[config.mk]
export PLATFORM = sky130hd
export DESIGN_NAME = addressable_led_frame_encoder
export DESIGN_NICKNAME = d
export VERILOG_FILES = /design/src/rtl/alfe_pkg.sv /design/src/rtl/alfe_front.sv /design/src/rtl/alfe_queue.sv /design/src/rtl/alfe_back.sv /design/src/rtl/addressable_led_frame_encoder.sv
export SDC_FILE = /design/constraint.sdc
export NUM_CORES = 1
export LEC_CHECK = 0
export BUFFER_PORTS_ARGS = -buffer_cell sky130_fd_sc_hd__buf_2
export CAP_MARGIN = 20
export CELL_PAD_IN_SITES_DETAIL_PLACEMENT = 2
export CELL_PAD_IN_SITES_GLOBAL_PLACEMENT = 2
export CORE_AREA = 2 2 205 207
export CTS_BUF_LIST = sky130_fd_sc_hd__clkbuf_4 sky130_fd_sc_hd__clkbuf_8
export CTS_CLUSTER_DIAMETER = 120
export DETAILED_ROUTE_END_ITERATION = 6
export DIE_AREA = 0 0 207 209
export GPL_TIMING_DRIVEN = 0
export PLACE_DENSITY = 0.82
export SYNTH_ARGS = -nofsm -noshare
export SYNTH_HDL_FRONTEND = slang
export SYNTH_SLANG_ARGS = --single-unit
[constraint.sdc]
create_clock -name clock -period 3.7 [get_ports clock]
set_input_delay 0.555 -clock clock [delete_from_list [all_inputs] [get_ports clock]]
set_output_delay 0.555 -clock clock [all_outputs]
set_load 0.05 [all_outputs]
[src/rtl/alfe_pkg.sv]
// Package for the addressable LED frame encoder.
// Holds shared constants, operation codes and the command/result records.
// No dependencies.
package alfe_pkg;

   // Default geometry of the pixel store and frame preamble
   localparam int NUM_LIGHTS_DEFAULT     = 2;
   localparam int LEDS_PER_LIGHT_DEFAULT = 8;
   localparam int RESET_BYTES_DEFAULT    = 60;

   // Pixel coding on the SPI line
   localparam int             BITS_PER_PIXEL = 24;
   localparam logic [4:0]     BIT_TOP        = 5'd23;
   localparam logic [7:0]     CODE_ZERO      = 8'h06;
   localparam logic [7:0]     CODE_ONE       = 8'h1E;
   localparam logic [7:0]     CODE_RESET     = 8'h00;

   // Command queue between front and back
   localparam int QUEUE_DEPTH = 2;

   typedef enum logic [1:0] {
      OP_WRITE = 2'd0,
      OP_START = 2'd1,
      OP_TICK  = 2'd2,
      OP_NOP   = 2'd3
   } op_type;

   // Classified command; pixel_idx is only meaningful for OP_WRITE
   typedef struct packed {
      op_type      kind;
      logic [15:0] pixel_idx;
      logic [23:0] color;      // green, red, blue from the top bits down
   } cmd_type;

   typedef struct packed {
      logic       byte_valid;
      logic [7:0] code_byte;
      logic       frame_last;
      logic       busy_res;
   } rsp_type;

endpackage

[src/rtl/alfe_front.sv]
// Front end of the LED frame encoder: decodes an input transfer into a command.
// Depends on alfe_pkg.
module alfe_front #(
   parameter int NUM_LIGHTS     = alfe_pkg::NUM_LIGHTS_DEFAULT,
   parameter int LEDS_PER_LIGHT = alfe_pkg::LEDS_PER_LIGHT_DEFAULT
) (
   input  logic [1:0]       operation,
   input  logic [7:0]       red,
   input  logic [7:0]       green,
   input  logic [7:0]       blue,
   input  logic [7:0]       light_index,
   input  logic [7:0]       led_index,
   output alfe_pkg::cmd_type cmd
);

   logic in_range;

   always_comb begin
      in_range = (light_index < 8'(NUM_LIGHTS)) && (led_index < 8'(LEDS_PER_LIGHT));

      cmd.color     = {green, red, blue};
      cmd.pixel_idx = 16'({8'b0, light_index} * 16'(LEDS_PER_LIGHT)) + {8'b0, led_index};

      case (operation)
         alfe_pkg::OP_WRITE: begin
            // out-of-range write behaves exactly like a no-op
            cmd.kind = in_range ? alfe_pkg::OP_WRITE : alfe_pkg::OP_NOP;
         end
         alfe_pkg::OP_START: begin
            cmd.kind = alfe_pkg::OP_START;
         end
         alfe_pkg::OP_TICK: begin
            cmd.kind = alfe_pkg::OP_TICK;
         end
         default: begin
            cmd.kind = alfe_pkg::OP_NOP;
         end
      endcase
   end

endmodule

[src/rtl/alfe_queue.sv]
// Two-entry command queue between the front end and the frame engine.
// Depends on alfe_pkg.
module alfe_queue (
   input  logic              clock,
   input  logic              reset,
   input  logic              push,
   input  alfe_pkg::cmd_type push_cmd,
   output logic              full,
   input  logic              pop,
   output logic              empty,
   output alfe_pkg::cmd_type pop_cmd
);

   localparam int PW = (alfe_pkg::QUEUE_DEPTH > 1) ? $clog2(alfe_pkg::QUEUE_DEPTH) : 1;
   localparam int CW = $clog2(alfe_pkg::QUEUE_DEPTH + 1);

   alfe_pkg::cmd_type entry_ff [alfe_pkg::QUEUE_DEPTH];
   logic [PW-1:0] wr_ptr_ff, wr_ptr_in;
   logic [PW-1:0] rd_ptr_ff, rd_ptr_in;
   logic [CW-1:0] count_ff, count_in;

   function automatic logic [PW-1:0] ptr_next(input logic [PW-1:0] ptr);
      logic [PW-1:0] nxt;
      nxt = (ptr == PW'(alfe_pkg::QUEUE_DEPTH - 1)) ? '0 : ptr + 1'b1;
      return nxt;
   endfunction

   assign full    = (count_ff == CW'(alfe_pkg::QUEUE_DEPTH));
   assign empty   = (count_ff == '0);
   assign pop_cmd = entry_ff[rd_ptr_ff];

   always_comb begin
      wr_ptr_in = push ? ptr_next(wr_ptr_ff) : wr_ptr_ff;
      rd_ptr_in = pop  ? ptr_next(rd_ptr_ff) : rd_ptr_ff;
      count_in  = count_ff + CW'(push) - CW'(pop);
   end

   always_ff @(posedge clock) begin
      if (reset) begin
         wr_ptr_ff <= '0;
         rd_ptr_ff <= '0;
         count_ff  <= '0;
      end else begin
         wr_ptr_ff <= wr_ptr_in;
         rd_ptr_ff <= rd_ptr_in;
         count_ff  <= count_in;
      end
   end

   always_ff @(posedge clock) begin
      if (push) begin
         entry_ff[wr_ptr_ff] <= push_cmd;
      end
   end

endmodule

[src/rtl/alfe_back.sv]
// Frame engine of the LED frame encoder: pixel store, frame counters, result register.
// Depends on alfe_pkg.
module alfe_back #(
   parameter int NUM_LIGHTS     = alfe_pkg::NUM_LIGHTS_DEFAULT,
   parameter int LEDS_PER_LIGHT = alfe_pkg::LEDS_PER_LIGHT_DEFAULT,
   parameter int RESET_BYTES    = alfe_pkg::RESET_BYTES_DEFAULT
) (
   input  logic              clock,
   input  logic              reset,
   input  logic              q_empty,
   input  alfe_pkg::cmd_type q_cmd,
   output logic              q_pop,
   output logic              rsp_valid,
   input  logic              rsp_ready,
   output alfe_pkg::rsp_type rsp
);

   localparam int PIXEL_COUNT = NUM_LIGHTS * LEDS_PER_LIGHT;
   localparam int AW = (PIXEL_COUNT > 1) ? $clog2(PIXEL_COUNT) : 1;
   localparam int RW = (RESET_BYTES > 1) ? $clog2(RESET_BYTES) : 1;

   typedef enum logic [1:0] {
      ST_FETCH = 2'b01,
      ST_EXEC  = 2'b10
   } state_type;

   state_type         state_ff, state_in;
   alfe_pkg::cmd_type cmd_ff, cmd_in;
   logic              sending_ff, sending_in;
   logic              init_ff, init_in;          // power-up frame: store not yet cleared
   logic              preamble_ff, preamble_in;  // sending the zero bytes
   logic [RW-1:0]     pre_cnt_ff, pre_cnt_in;
   logic [AW-1:0]     pix_ff, pix_in;
   logic [4:0]        bit_ff, bit_in;
   logic              out_valid_ff, out_valid_in;
   alfe_pkg::rsp_type out_ff, out_in;

   logic [23:0]       pixel_mem [PIXEL_COUNT];
   logic [23:0]       rd_ff;
   logic              mem_we;
   logic [AW-1:0]     mem_addr;
   logic [23:0]       mem_wdata;
   logic              out_free;
   alfe_pkg::rsp_type res;

   assign rsp_valid = out_valid_ff;
   assign rsp       = out_ff;

   always_comb begin
      state_in     = state_ff;
      cmd_in       = cmd_ff;
      sending_in   = sending_ff;
      init_in      = init_ff;
      preamble_in  = preamble_ff;
      pre_cnt_in   = pre_cnt_ff;
      pix_in       = pix_ff;
      bit_in       = bit_ff;
      out_free     = !out_valid_ff || rsp_ready;
      out_valid_in = out_valid_ff && !rsp_ready;
      out_in       = out_ff;
      q_pop        = 1'b0;
      mem_we       = 1'b0;
      mem_addr     = pix_ff;
      mem_wdata    = '0;
      res          = '0;

      case (state_ff)
         ST_FETCH: begin
            if (!q_empty) begin
               q_pop    = 1'b1;
               cmd_in   = q_cmd;
               state_in = ST_EXEC;
            end
         end
         ST_EXEC: begin
            if (out_free) begin
               res.busy_res = sending_ff;
               case (cmd_ff.kind)
                  alfe_pkg::OP_WRITE: begin
                     if (!sending_ff) begin
                        mem_we    = 1'b1;
                        mem_addr  = cmd_ff.pixel_idx[AW-1:0];
                        mem_wdata = cmd_ff.color;
                     end
                  end
                  alfe_pkg::OP_START: begin
                     sending_in   = 1'b1;
                     res.busy_res = 1'b1;
                  end
                  alfe_pkg::OP_TICK: begin
                     if (sending_ff) begin
                        res.byte_valid = 1'b1;
                        res.busy_res   = 1'b1;
                        if (preamble_ff) begin
                           res.code_byte = alfe_pkg::CODE_RESET;
                           if (pre_cnt_ff == RW'(RESET_BYTES - 1)) begin
                              preamble_in = 1'b0;
                           end else begin
                              pre_cnt_in = pre_cnt_ff + 1'b1;
                           end
                        end else begin
                           res.code_byte = (rd_ff[bit_ff] && !init_ff) ?
                                           alfe_pkg::CODE_ONE : alfe_pkg::CODE_ZERO;
                           if (bit_ff == '0) begin
                              // pixel fully sent: clear it behind the read
                              mem_we    = 1'b1;
                              mem_addr  = pix_ff;
                              mem_wdata = '0;
                              bit_in    = alfe_pkg::BIT_TOP;
                              if (pix_ff == AW'(PIXEL_COUNT - 1)) begin
                                 res.frame_last = 1'b1;
                                 sending_in     = 1'b0;
                                 init_in        = 1'b0;
                                 preamble_in    = 1'b1;
                                 pre_cnt_in     = '0;
                                 pix_in         = '0;
                              end else begin
                                 pix_in = pix_ff + 1'b1;
                              end
                           end else begin
                              bit_in = bit_ff - 1'b1;
                           end
                        end
                     end
                  end
                  default: begin
                  end
               endcase
               out_valid_in = 1'b1;
               out_in       = res;
               state_in     = ST_FETCH;
            end
         end
         default: begin
            state_in = ST_FETCH;
         end
      endcase
   end

   always_ff @(posedge clock) begin
      if (reset) begin
         state_ff     <= ST_FETCH;
         sending_ff   <= 1'b1;
         init_ff      <= 1'b1;
         preamble_ff  <= 1'b1;
         pre_cnt_ff   <= '0;
         pix_ff       <= '0;
         bit_ff       <= alfe_pkg::BIT_TOP;
         out_valid_ff <= 1'b0;
      end else begin
         state_ff     <= state_in;
         sending_ff   <= sending_in;
         init_ff      <= init_in;
         preamble_ff  <= preamble_in;
         pre_cnt_ff   <= pre_cnt_in;
         pix_ff       <= pix_in;
         bit_ff       <= bit_in;
         out_valid_ff <= out_valid_in;
      end
   end

   always_ff @(posedge clock) begin
      cmd_ff <= cmd_in;
      out_ff <= out_in;
   end

   // Pixel store: one write port, one registered read port at the frame pointer
   always_ff @(posedge clock) begin
      if (mem_we) begin
         pixel_mem[mem_addr] <= mem_wdata;
      end
      rd_ff <= pixel_mem[pix_ff];
   end

   a_last_is_byte: assert property (@(posedge clock) disable iff (reset)
      out_valid_ff && out_ff.frame_last |-> out_ff.byte_valid && out_ff.busy_res)
      else $error("frame_last without a frame byte");

   a_idle_rewound: assert property (@(posedge clock) disable iff (reset)
      !sending_ff |-> preamble_ff && pre_cnt_ff == '0 && pix_ff == '0 &&
                      bit_ff == alfe_pkg::BIT_TOP)
      else $error("frame counters not rewound while idle");

   a_no_write_busy: assert property (@(posedge clock) disable iff (reset)
      mem_we && mem_wdata != '0 |-> !sending_ff)
      else $error("pixel written during a frame");

   a_bit_range: assert property (@(posedge clock) disable iff (reset)
      bit_ff <= alfe_pkg::BIT_TOP)
      else $error("bit index out of range");

   a_result_held: assert property (@(posedge clock) disable iff (reset)
      out_valid_ff && !rsp_ready |=> out_valid_ff && $stable(out_ff))
      else $error("stalled result changed");

endmodule

[src/rtl/addressable_led_frame_encoder.sv]
// Top level of the addressable LED frame encoder (WS2812-style SPI bit coding).
// Depends on alfe_pkg, alfe_front, alfe_queue and alfe_back.
//
//   channel   direction  ports                           payload
//   req_*     in         tvalid/tready/tdata/tuser       one command per transfer
//   rsp_*     out        tvalid/tready/tdata/tuser/tlast one result per command
//
// Each command is fetched from the queue, then executed against the pixel store
// with its registered read port; the fetch/execute sequencer sets the rate: the
// next fetch follows execution, which waits while a result is stalled.
// Reset clears all control state and starts the power-up frame at once; the store
// reads as black during that frame and is zeroed behind the read, so no sweep runs.
// A stalled result holds in the output register while the two-entry queue keeps
// taking commands; req_tready drops only when that queue is full.
module addressable_led_frame_encoder #(
   parameter int NUM_LIGHTS     = alfe_pkg::NUM_LIGHTS_DEFAULT,
   parameter int LEDS_PER_LIGHT = alfe_pkg::LEDS_PER_LIGHT_DEFAULT,
   parameter int RESET_BYTES    = alfe_pkg::RESET_BYTES_DEFAULT
) (
   input  logic        clock,
   input  logic        reset,

   input  logic        req_tvalid,
   output logic        req_tready,
   input  logic [39:0] req_tdata,   // red, green, blue, light_index, led_index
   input  logic [1:0]  req_tuser,   // operation

   output logic        rsp_tvalid,
   input  logic        rsp_tready,
   output logic [15:0] rsp_tdata,   // code_byte, busy_res, zero fill
   output logic        rsp_tuser,   // byte_valid
   output logic        rsp_tlast    // frame_last
);

   alfe_pkg::cmd_type front_cmd;
   alfe_pkg::cmd_type queue_cmd;
   alfe_pkg::rsp_type result;
   logic              queue_full;
   logic              queue_empty;
   logic              queue_pop;
   logic              req_xfer;

   // a transfer is taken whenever the queue has a free slot
   assign req_tready = !queue_full;
   assign req_xfer   = req_tvalid && req_tready;

   alfe_front #(
      .NUM_LIGHTS     (NUM_LIGHTS),
      .LEDS_PER_LIGHT (LEDS_PER_LIGHT)
   ) u_front (
      .operation   (req_tuser),
      .red         (req_tdata[7:0]),
      .green       (req_tdata[15:8]),
      .blue        (req_tdata[23:16]),
      .light_index (req_tdata[31:24]),
      .led_index   (req_tdata[39:32]),
      .cmd         (front_cmd)
   );

   alfe_queue u_queue (
      .clock    (clock),
      .reset    (reset),
      .push     (req_xfer),
      .push_cmd (front_cmd),
      .full     (queue_full),
      .pop      (queue_pop),
      .empty    (queue_empty),
      .pop_cmd  (queue_cmd)
   );

   alfe_back #(
      .NUM_LIGHTS     (NUM_LIGHTS),
      .LEDS_PER_LIGHT (LEDS_PER_LIGHT),
      .RESET_BYTES    (RESET_BYTES)
   ) u_back (
      .clock     (clock),
      .reset     (reset),
      .q_empty   (queue_empty),
      .q_cmd     (queue_cmd),
      .q_pop     (queue_pop),
      .rsp_valid (rsp_tvalid),
      .rsp_ready (rsp_tready),
      .rsp       (result)
   );

   // result packing: code byte low, busy flag above it
   assign rsp_tdata = {7'b0, result.busy_res, result.code_byte};
   assign rsp_tuser = result.byte_valid;
   assign rsp_tlast = result.frame_last;

endmodule

-- Word level (Yosys, flattened, before mapping)
Memory sizes are Yosys's and may differ from the RTL's. A register that Yosys moved wholly into a read port is not among the register bits.
Cells that the tools add are included.
- flip-flop bits (word level): 36
- RAM bits: 460
- bits of input ports: 46
- output and inout bits: 20
- word-level logic and storage cells: 122
- memories kept: 2
- memory list (memory ; depth ; bits a word ; read ports ; clocked after Yosys merged registers in ; write ports ; RTL line ; source):
    u_back.pixel_mem ; 16 ; 24 ; 1 ; 1 ; 1 ; alfe_back.sv:38 ; logic [23:0] pixel_mem [PIXEL_COUNT];
    u_queue.entry_ff ; 2 ; 38 ; 1 ; 1 ; 1 ; alfe_queue.sv:17 ; alfe_pkg::cmd_type entry_ff [alfe_pkg::QUEUE_DEPTH];
- $add $sub $neg: 8
- order comparisons: 3
- eq/ne operators: 12
- multiplexer cells: 52
- bitwise operators: 4
- reduce and logical (&&, ||, !) cells: 26
- operators by type and width (operator ; count):
    $mux W24 ; 4
    $mux W1 ; 26
    $mux W6 ; 4
    $mux W4 ; 5
    $reduce_and A7 Y1 ; 2
    $add A11 B8 Y12 ; 1
    $mux W11 ; 1
    $mux W5 ; 2
    $eq A2 B2 Y1 const B ; 4
    $lt A8 B2 Y1 const B ; 1
    $lt A8 B4 Y1 const B ; 1
    $mux W8 ; 1
    $add A6 B1 Y6 const B ; 1
    $eq A2 B1 Y1 const B ; 3
    $eq A6 B6 Y1 const B ; 1
    $logic_not A2 Y1 ; 3
    $lt A5 B6 Y1 const B ; 1
    $mux W2 ; 3
    $pmux W1 S2 ; 3
    $pmux W2 S3 ; 1
    $reduce_and A2 Y1 ; 3
    $reduce_and A6 Y1 ; 1
    $reduce_bool A2 Y1 ; 3
    $bmux W1 S5 ; 1
    18 further kinds ; 29

-- Depth between registers and ports, before layout
Gate-level depths: netlist of run 1.
- depth in word-level cells: 9
- mapped depth: 9
- depth with buffers taken out: 9

-- Hierarchy
A second synthesis of run 1 with hierarchy kept.
- cells, all modules: 1128
- area total of the unflattened synthesis: 21924.8 um^2
- by module, submodules not included (module ; instances ; cells each ; area each (um^2) ; seq. area each (um^2)):
    alfe_back ; 1 ; 894 ; 17857.1 ; 13482.9
    alfe_queue ; 1 ; 152 ; 3453.3 ; 2622.5
    alfe_front ; 1 ; 72 ; 548.0 ; 0.0
    addressable_led_frame_encoder ; 1 ; 10 ; 66.3 ; 0.0

-- Worst setup path after synthesis of run 1
No wires, ideal clock.
- kind: flip-flop to flip-flop
- start point: register u_back.out_valid_ff, in the netlist u_back.rsp_valid
- end point: memory u_back.pixel_mem[4][0], enable pin
- library setup time: 405 ps
- data arrival time: 2654 ps
- required time: 3295 ps
- slack: 641 ps
- cell stages (with the launch flop): 8
- buffers on the path: 2
- period minus slack after synthesis: 3059 ps
- path through: dfxtp_1 nor2b_1 nor4b_2 buf_4 buf_4 nor3_1 a31oi_1 nor2_1
- longest elaborated chain between the ends: 6
- elaborated cells on any way between the ends: 8
- classes of those cells: mux (6); reduce/logical (2)
- ends and longest elaborated chain (element ; RTL line ; source):
    start: declaration ; alfe_back.sv:35 ; logic out_valid_ff, out_valid_in;
    start signal: assignment ; alfe_back.sv:158 ; out_valid_ff <= out_valid_in;
    $logic_not A1 Y1 * ; alfe_back.sv:58 ; out_free = !out_valid_ff || rsp_ready;
    $logic_or A1 B1 Y1 * ; alfe_back.sv:58 ;
    $mux W1 ; alfe_back.sv:76 ; if (out_free) begin
    $mux W1 ; alfe_back.sv:67 ; case (state_ff)
    $mux W1 ; alfe_back.sv:169 ; if (mem_we) begin
    $mux W1 (implied by the code) ; alfe_back.sv:170 ; pixel_mem[mem_addr] <= mem_wdata;
    end: declaration ; alfe_back.sv:38 ;
Mark *: on every way between the ends. The rest lies on a longest branch, timed or not.

-- Worst setup path after layout of run 1
- start point: register u_back.bit_ff[0]
- end point: memory u_back.pixel_mem[7][11], enable pin
- longest elaborated chain between the ends: 9
- ends and longest elaborated chain (element ; RTL line ; source):
    start: declaration ; alfe_back.sv:34 ; logic [4:0] bit_ff, bit_in;
    start signal: assignment ; alfe_back.sv:148 ; bit_ff <= alfe_pkg::BIT_TOP;
    start signal: assignment ; alfe_back.sv:157 ; bit_ff <= bit_in;
    $logic_not A5 Y1 ; alfe_back.sv:104 ; if (bit_ff == '0) begin
    $mux W1 ; alfe_back.sv:104 ;
    $mux W1 ; alfe_back.sv:94 ; if (preamble_ff) begin
    $mux W1 ; alfe_back.sv:91 ; if (sending_ff) begin
    $pmux W1 S2 ; alfe_back.sv:78 ; case (cmd_ff.kind)
    $mux W1 ; alfe_back.sv:76 ;
    $mux W1 ; alfe_back.sv:67 ;
    $mux W1 ; alfe_back.sv:169 ;
    $mux W1 (implied by the code) ; alfe_back.sv:170 ;
Every way passes these cells.

==> summary.md, run 1 <==
| Metric | Value |
|---|---|
| Pre-CTS setup slack | 114 ps |
| Drt initial violations | 1180 |
| Synth Area in Simple Gates | 3.68% |
| Mux contribution to synthesized area | 14.5% |
| Maximum VDD drop | 0.427 mV |
| Largest family of logic cells by synthesized area | multiplexers |
| Hold Fails Final Rpt | 0 |
| CP startpoint kind | flop |
| Crit share post-route | 96.2% |
| Routed WL | approximately 66 mm |
| Total number of yosys warnings | 0 |
| Routability congestion estimate | 0.766 |
| Adder-cell share of the synthesized area | 0.554% |
| TritonCTS clock tree | yes |
| Routed Antenna Nets | 0 |
| # fillers | approximately 3400 |
| Avg Cell Area, Syn | around 20 um^2 |
| Worst Path Arrival | 3810 ps |
| CTS H-tree lvls | 3 |
| Synth area leaders | edfxtp_1 (71%), mux4_2 (10%), dfxtp_1 (4.8%) |
| Sink Count | 528 |
| First-pass GRT wire length | ~94 mm |
| Initial antenna violation count | 5 |
| Seq/Total Area, Yosys | 75.6% |
| Cells along the critical path | buf_6 -> inv_1 -> ha_1 -> nor4bb_1 -> buf_2 -> and2_1 -> buf_2 -> a31oi_4 -> nor2_4 |
| Initial DRT Pass Iterations | 5 |
| Delay of the slowest cell on the worst path | approximately 900 ps |
| Synth unique cells | 51 |
| Critical Path RT | 3950 ps |
| Clock buffer count from CTS | 83 |
| Final setup fails | 0 |
| Status | completed |
| Setup TNS | 0 ps |
| Leakage | between 6 and 7 nW |
| Hold_buf cts | 0 |
| Worst R2R Setup Slack | about 140 ps |
| Final Critical Period | approximately 3600 ps |
| Clk_skew | 40.5 ps |
| Compound-Gate Fraction of Synth Area | 2.64% |
| Buffers on Ports | between 50 and 60 |
| Area of the multi-input gates | 0.00468 mm^2 |
| Finished Cell Area | 0.0233 mm^2 |
| Sequential Area | 0.0154 mm^2 |
| Fin util | a little under three fifths |
| Global Route Usage Sum | between 30% and 40% |
| Async set-reset flop share out of synthesis | 0% |
| Slack of the critical path | 139 ps |
| Die ar. | approximately 0.043 mm^2 |
| Gate Count Post-Synth | 1009 |
| Reg clk slew, reported paths | 70 ps |
| Cell repeated most along the worst path | buf_2 |
| Most used DFF post-synth | edfxtp_1 |
| Xor and xnor area share after synthesis | 0.603% |
| Via count | 11200 |
| Crit path max fanout | 24 |
| Final Max Slew Viols | 0 |
| Number of core rows | 75 |
| Post-DR vias/cell | 6.29 |
| Routed WL per cell | 37.1 um |
| CP max-delay cell | nor2_4 |
| Worst Tran Pin Value | 1130 ps |
| Max Freq | 281 MHz |
| CTS root buf | clkbuf_8 |
| Largest net degree at the start of global routing | 31 |
| Setup CP Type | flop to flop |
| Tightest Hold Check Type | input port to flop |
| PD cells | 548 mW/mm^2 |
| Most area-hungry cell type in the Yosys netlist | edfxtp_1 |
| Mapped cell area | 0.0203 mm^2 |
| Area Overhead vs Synth | 14.7% |
| Yosys reg bits | approximately 530 |
| Number of remaining DRC errors | 0 |
| I/O pin cnt | 66 |
| HPWL after detailed placement | between 30 and 40 mm |
| Share of the synthesized area in the top cell type | 70.7% |
| Critical Path End Type | flop |
| Post-DP Area | around 0.022 mm^2 |
| Worst skew pair latency | 660 ps |
| Fraction of layout cells with a size suffix above 1 | 31.8% |
| RSZ-0062 raised after global routing | false |
| Max-cap viol count | 0 |
| Die Ht | 209 um |
| Post-synth EDFFs | 479 |
| Post-CTS Setup Inserts | 0 |
| Nets@finish | 1225 |
| Area of the core | 0.0413 mm^2 |
| Grt total ovfl | 0 |
| Vias in the first global route | roughly 12000 |
| Initial Util | 49.2% |
| Worst-case clock buffer depth | 3 |
| Delay-heaviest family, CP | simple AND/OR/NAND/NOR gates |
| Max transition margin | between 20 and 25% |
| CP bufs+invs | 4 |
| Die Span X | between 200 and 250 um |
-- worst reg2reg max path, delay by kind of cell, from the launching register on --
family / cells / cell delay (ps)
flip-flops: 1 / 320
adder cells (fa/ha/maj): 1 / 210
AND/OR/NAND/NOR: 3 / 1450
buffers and inverters: 4 / 930
AO/OA/AOI/OAI: 1 / 250
-- cells in the mapped netlist, drive strengths merged (4+ instances only) --
library cell / instances
a211oi: 25
a21oi: 28
a31oi: 5
and2: 27
and3: 6
buf: 44
clkbuf: 20
dfxtp: 49
edfxtp: 479
ha: 9
inv: 14
mux2: 31
mux2i: 28
mux4: 102
nand2: 17
nand2b: 4
nand3: 5
nor2: 33
nor2b: 28
nor3: 5
nor4: 4
o211ai: 4
o21ai: 4
xnor2: 5
xor2: 9
-- registers in the layout, summed over array words and instances (netlist names), 4 cells and up --
register,cells
u_back.rd_ff,24
u_back.pix_ff,4
u_queue.entry_ff,60
u_back.cmd_ff,30
u_back.pixel_mem,384
u_back.bit_ff,5
u_back.pre_cnt_ff,6
u_back.rsp,5
-- metal layers --
layer | GRT usage, % | wire, um | vias to the layer above
met5 | 0 | 23 | -
met1 | 38.0 | 24400 | 5945
met3 | 6.37 | 4780 | 182
met2 | 52.8 | 33400 | 661
met4 | 15.4 | 3320 | 4
li1 | - | - | 4383
-- power by group --
part | leakage [nW] | switching [mW] | internal [mW] | total [mW]
clock | 0.849 | 2.52 | 2.50 | 5.02
combinational | 1.66 | 0.509 | 0.266 | 0.775
sequential | 3.93 | 0.207 | 6.79 | 7.00
-- what timing repair did --
action | in CTS | in global routing
cloned | 0 | 1
setup endpoints to repair | 3 | 164
resized for setup | 1 | 3
hold endpoints to repair | 0 | 0
pin swaps | 0 | 2
-- kinds of logic (layout without fill, tap and decap cells) --
logic type	Yosys count	count (layout)
xor+xnor	14	14
simple gates	138	139
mux	161	161
flops	528	528
other cells	1	12
fa+ha+maj	9	9
buf+inv	78	295
compound gates	80	80
-- stage by stage --
step | total power [mW] | std cells | hold WS (ps)
2_1_floorplan | 7.40 | 1019 | 452
3_3_place_gp | 7.65 | 1612 | 467
3_5_place_dp | 7.83 | 1622 | 503
4_1_cts | 12.8 | 1774 | 53.1
5_1_grt | 13.1 | 1776 | 80.3
6_report | 12.8 | 1777 | 92.7
-- worst paths after layout --
| check | to | depth (start not counted) | startpoint |
|---|---|---|---|
| setup / recovery | u_back.pixel_mem[7][11]$_DFFE_PP_ | 9 | u_back.bit_ff[0]$_SDFFE_PP1P_ |
| setup reg to reg | u_back.pixel_mem[7][11]$_DFFE_PP_ | 9 | u_back.bit_ff[0]$_SDFFE_PP1P_ |
| hold reg to reg | u_back.pre_cnt_ff[5]$_SDFFE_PP0P_ | 2 | u_back.pre_cnt_ff[5]$_SDFFE_PP0P_ |
| hold / removal | u_queue.entry_ff[0][19]$_DFFE_PP_ | 1 | req_tdata[11] |
-- cells in the final DEF (no fill, tap or decap), drive strengths merged, types with 31 or more instances in the layout --
| master | instances |
|---|---|
| edfxtp | 479 |
| clkinv | 31 |
| buf | 109 |
| nor2 | 34 |
| dfxtp | 49 |
| mux2 | 31 |
| clkbuf | 135 |
| mux4 | 102 |
-- cell type report --
class                      count  share of cell area [%]
multi-input combinational    414                    20.1
sequential                   528                    65.9
inverter                      14                   0.225
antenna                        1                  0.0107
buffer                        64                    1.87
clock buffer                 115                    6.09
clock inverter                37                   0.778
tap                          539                    2.89
timing repair buffer          65                    2.21
No activity file was read; power rests on OpenSTA's default activity.
==> inputs of run 2 (changes only) <==
Clock period 3.7 ns to 3.5 ns, I/O delays scaled along.
==> run 2 against run 1 <==
Count of clock-buffer cells in the layout unchanged; cell count is 0.17% higher; maximum frequency is 2.6% higher; register-to-register slack lost 110 ps; via count increased by 2.7%; total power up 6.3%; wire length increased by 4.3%; flip-flop and latch count unchanged; clock skew shrank 0.61 ps; final area up 0.27%; worst setup slack got worse by 110 ps; first-iteration DRC count is 22% higher; critical path type unchanged; critical endpoint is now u_back.pixel_mem[6][11]$_DFFE_PP_.
==> summary.md, run 2 (same netlist as run 1, synthesis figures left out) <==
| Metric | Value |
|---|---|
| WHS Path Cells | 1 |
| # fillers | around 3400 |
| Area of the core | 0.0413 mm^2 |
| Tightest Hold Check Type | input port to flop |
| First-pass GRT wire length | 94.3 mm |
| Die Ht | 209 um |
| Hold Fails Final Rpt | 0 |
| Clock buffer count from CTS | 83 |
| Worst-case clock buffer depth | 3 |
| Die Span X | 207 um |
| HPWL after detailed placement | ~37 mm |
| Hold Startpoint | req_tdata[11] |
| Setup CP Type | flop to flop |
| Leakage | ~6.4 nW |
| FF-to-FF End | u_back.pixel_mem[6][11]$_DFFE_PP_ |
| CTS root buf | clkbuf_8 |
| Global Route Usage Sum | approximately 31% |
| Die ar. | 0.0433 mm^2 |
| Worst skew pair latency | 670 ps |
| Initial DRT Pass Iterations | 5 |
| I/O pin cnt | 66 |
| Max-cap viol count | 0 |
| Maximum VDD drop | approximately 0.45 mV |
| Routed WL per cell | ~39 um |
| Post-CTS Setup Inserts | 0 |
| Routed Antenna Nets | 0 |
| Setup TNS | 0 ps |
| TritonCTS clock tree | yes |
| Worst Hold End | u_queue.entry_ff[0][19]$_DFFE_PP_ |
| Worst Path Arrival | 3730 ps |
| Final Critical Period | 3470 ps |
| Reg clk slew, reported paths | ~80 ps |
| Number of remaining DRC errors | 0 |
| Number of core rows | 75 |
| Initial Util | 49.2% |
| Hold_ws | 61.1 ps |
| Clk_skew | between 30 and 40 ps |
| Critical Path End Type | flop |
| Via count | 11500 |
| Antenna cell count | 0 |
| Max Freq | 288 MHz |
| Post-DP Area | 0.0217 mm^2 |
| Worst Tran Pin Value | between 1000 and 1500 ps |
| Crit path max fanout | 24 |
| Area Overhead vs Synth | 15.0% |
| Vias in the first global route | about 12000 |
| Final Power | about 14 mW |
| Commonest non-fill, non-tap cell in the layout | edfxtp_1 |
| Setup crit start | u_back.cmd_ff[41]$_DFFE_PP_ |
| Nets@finish | approximately 1200 |
| Grt total ovfl | 0 |
| Final Max Slew Viols | 0 |
| PD cells | 581 mW/mm^2 |
| Routed WL | 68.8 mm |
| Finished Cell Area | between 0.02 and 0.025 mm^2 |
| Largest register FFs | 384 |
| Crit share post-route | 99.2% |
| Routability congestion estimate | 0.766 |
| Sink Count | 528 |
| CTS H-tree lvls | 3 |
| Post-DR vias/cell | 6.44 |
| Worst R2R Setup Slack | between 20 and 30 ps |
| Initial antenna violation count | 4 |
| Buffers on Ports | 54 |
| CP startpoint kind | flop |
| Worst reg2reg path startpoint | u_back.cmd_ff[41]$_DFFE_PP_ |
| Status | completed |
| Critical Path RT | 3760 ps |
| Max transition margin | under 10% |
| Drt initial violations | ~1400 |
| Most frequent cells in the layout | edfxtp_1 (479), mux4_2 (94), clkbuf_8 (90), buf_2 (62), dfxtp_1 (49) |
| Top flop regs | u_back.pixel_mem (384), u_queue.entry_ff (60), u_back.cmd_ff (30) |
| Largest net degree at the start of global routing | 31 |
| Fraction of layout cells with a size suffix above 1 | 32.2% |
| Final setup fails | 0 |
| Worst-case reg-to-reg path depth | 8 |
| Most flops, register | u_back.pixel_mem |
[run 2: changes by cell type in the layout (fill, tap and decap cells not counted)]
cell	delta
nor4bb_2	+1
a31oi_2	+2
a31oi_1	-2
nor4bb_1	-1
diode_2	-1
clkbuf_4	+2
a21oi_1	+1
a21oi_2	-1
buf_2	-2
buf_4	+1
nor2_2	-1
nor2_4	+4
[run 2: what timing repair did]
action | 4_1_cts | 5_1_grt
resized for setup | 2 | 10
hold buffers | 0 | 0
gates cloned | 1 | 3
endpoints found under the hold margin | 0 | 0
setup endpoints to repair | 192 | 168
pin swaps | 0 | 4
[run 2: per-layer routing]
| metal | global-route usage [%] | vias up | wire, um |
|---|---|---|---|
| met5 | 0 | - | 10 |
| met3 | 7.02 | 168 | 4830 |
| met4 | 14.7 | 2 | 2980 |
| met1 | 38.1 | 6191 | 26100 |
| li1 | - | 4385 | - |
| met2 | 52.9 | 726 | 34900 |
[run 2: how the worst max path moves through the flow]
stage / cells after the start / to
finish: 8 / u_back.pixel_mem[6][11]$_DFFE_PP_
global route: 8 / u_back.pixel_mem[6][11]$_DFFE_PP_
CTS: 9 / u_back.pixel_mem[6][11]$_DFFE_PP_
detailed placement: 8 / u_back.pixel_mem[6][11]$_DFFE_PP_
global placement: 7 / u_back.pixel_mem[8][8]$_DFFE_PP_
floorplan: 7 / u_back.pixel_mem[4][0]$_DFFE_PP_
[run 2: power breakdown]
part / internal, mW / switching [mW]
Clock: 2.64 / 2.72
Combinational: 0.282 / 0.554
Sequential: 7.18 / 0.217
Total: 10.1 / 3.49
[run 2: metrics by stage]
stage                     util [%]  setup slack (ps)  std cells
after floorplan                  -               441       1019
after global placement        51.6             -1020       1612
after detailed placement      52.5             -85.5       1622
after CTS                     56.4              -205       1775
after global routing          56.6             -17.5       1780
final                         56.6              28.0       1780
[run 2: final cells by class]
class | instances | area (um^2) | area share [%]
clock inverter | 37 | 181 | 0.776
buffer | 64 | 440 | 1.88
clock buffer | 115 | 1420 | 6.07
tap | 539 | 674 | 2.88
inverter | 14 | 52.6 | 0.225
timing repair buffer | 66 | 523 | 2.24
multi-input combinational | 417 | 4730 | 20.2
sequential | 528 | 15400 | 65.7
[run 2: critical path: stages (launching register included)]
cell,delay [ps]
edfxtp_1,420
inv_1,140
ha_1,180
nor4b_2,340
buf_4,270
buf_4,240
a31oi_1,330
buf_4,300
nor2_4,850
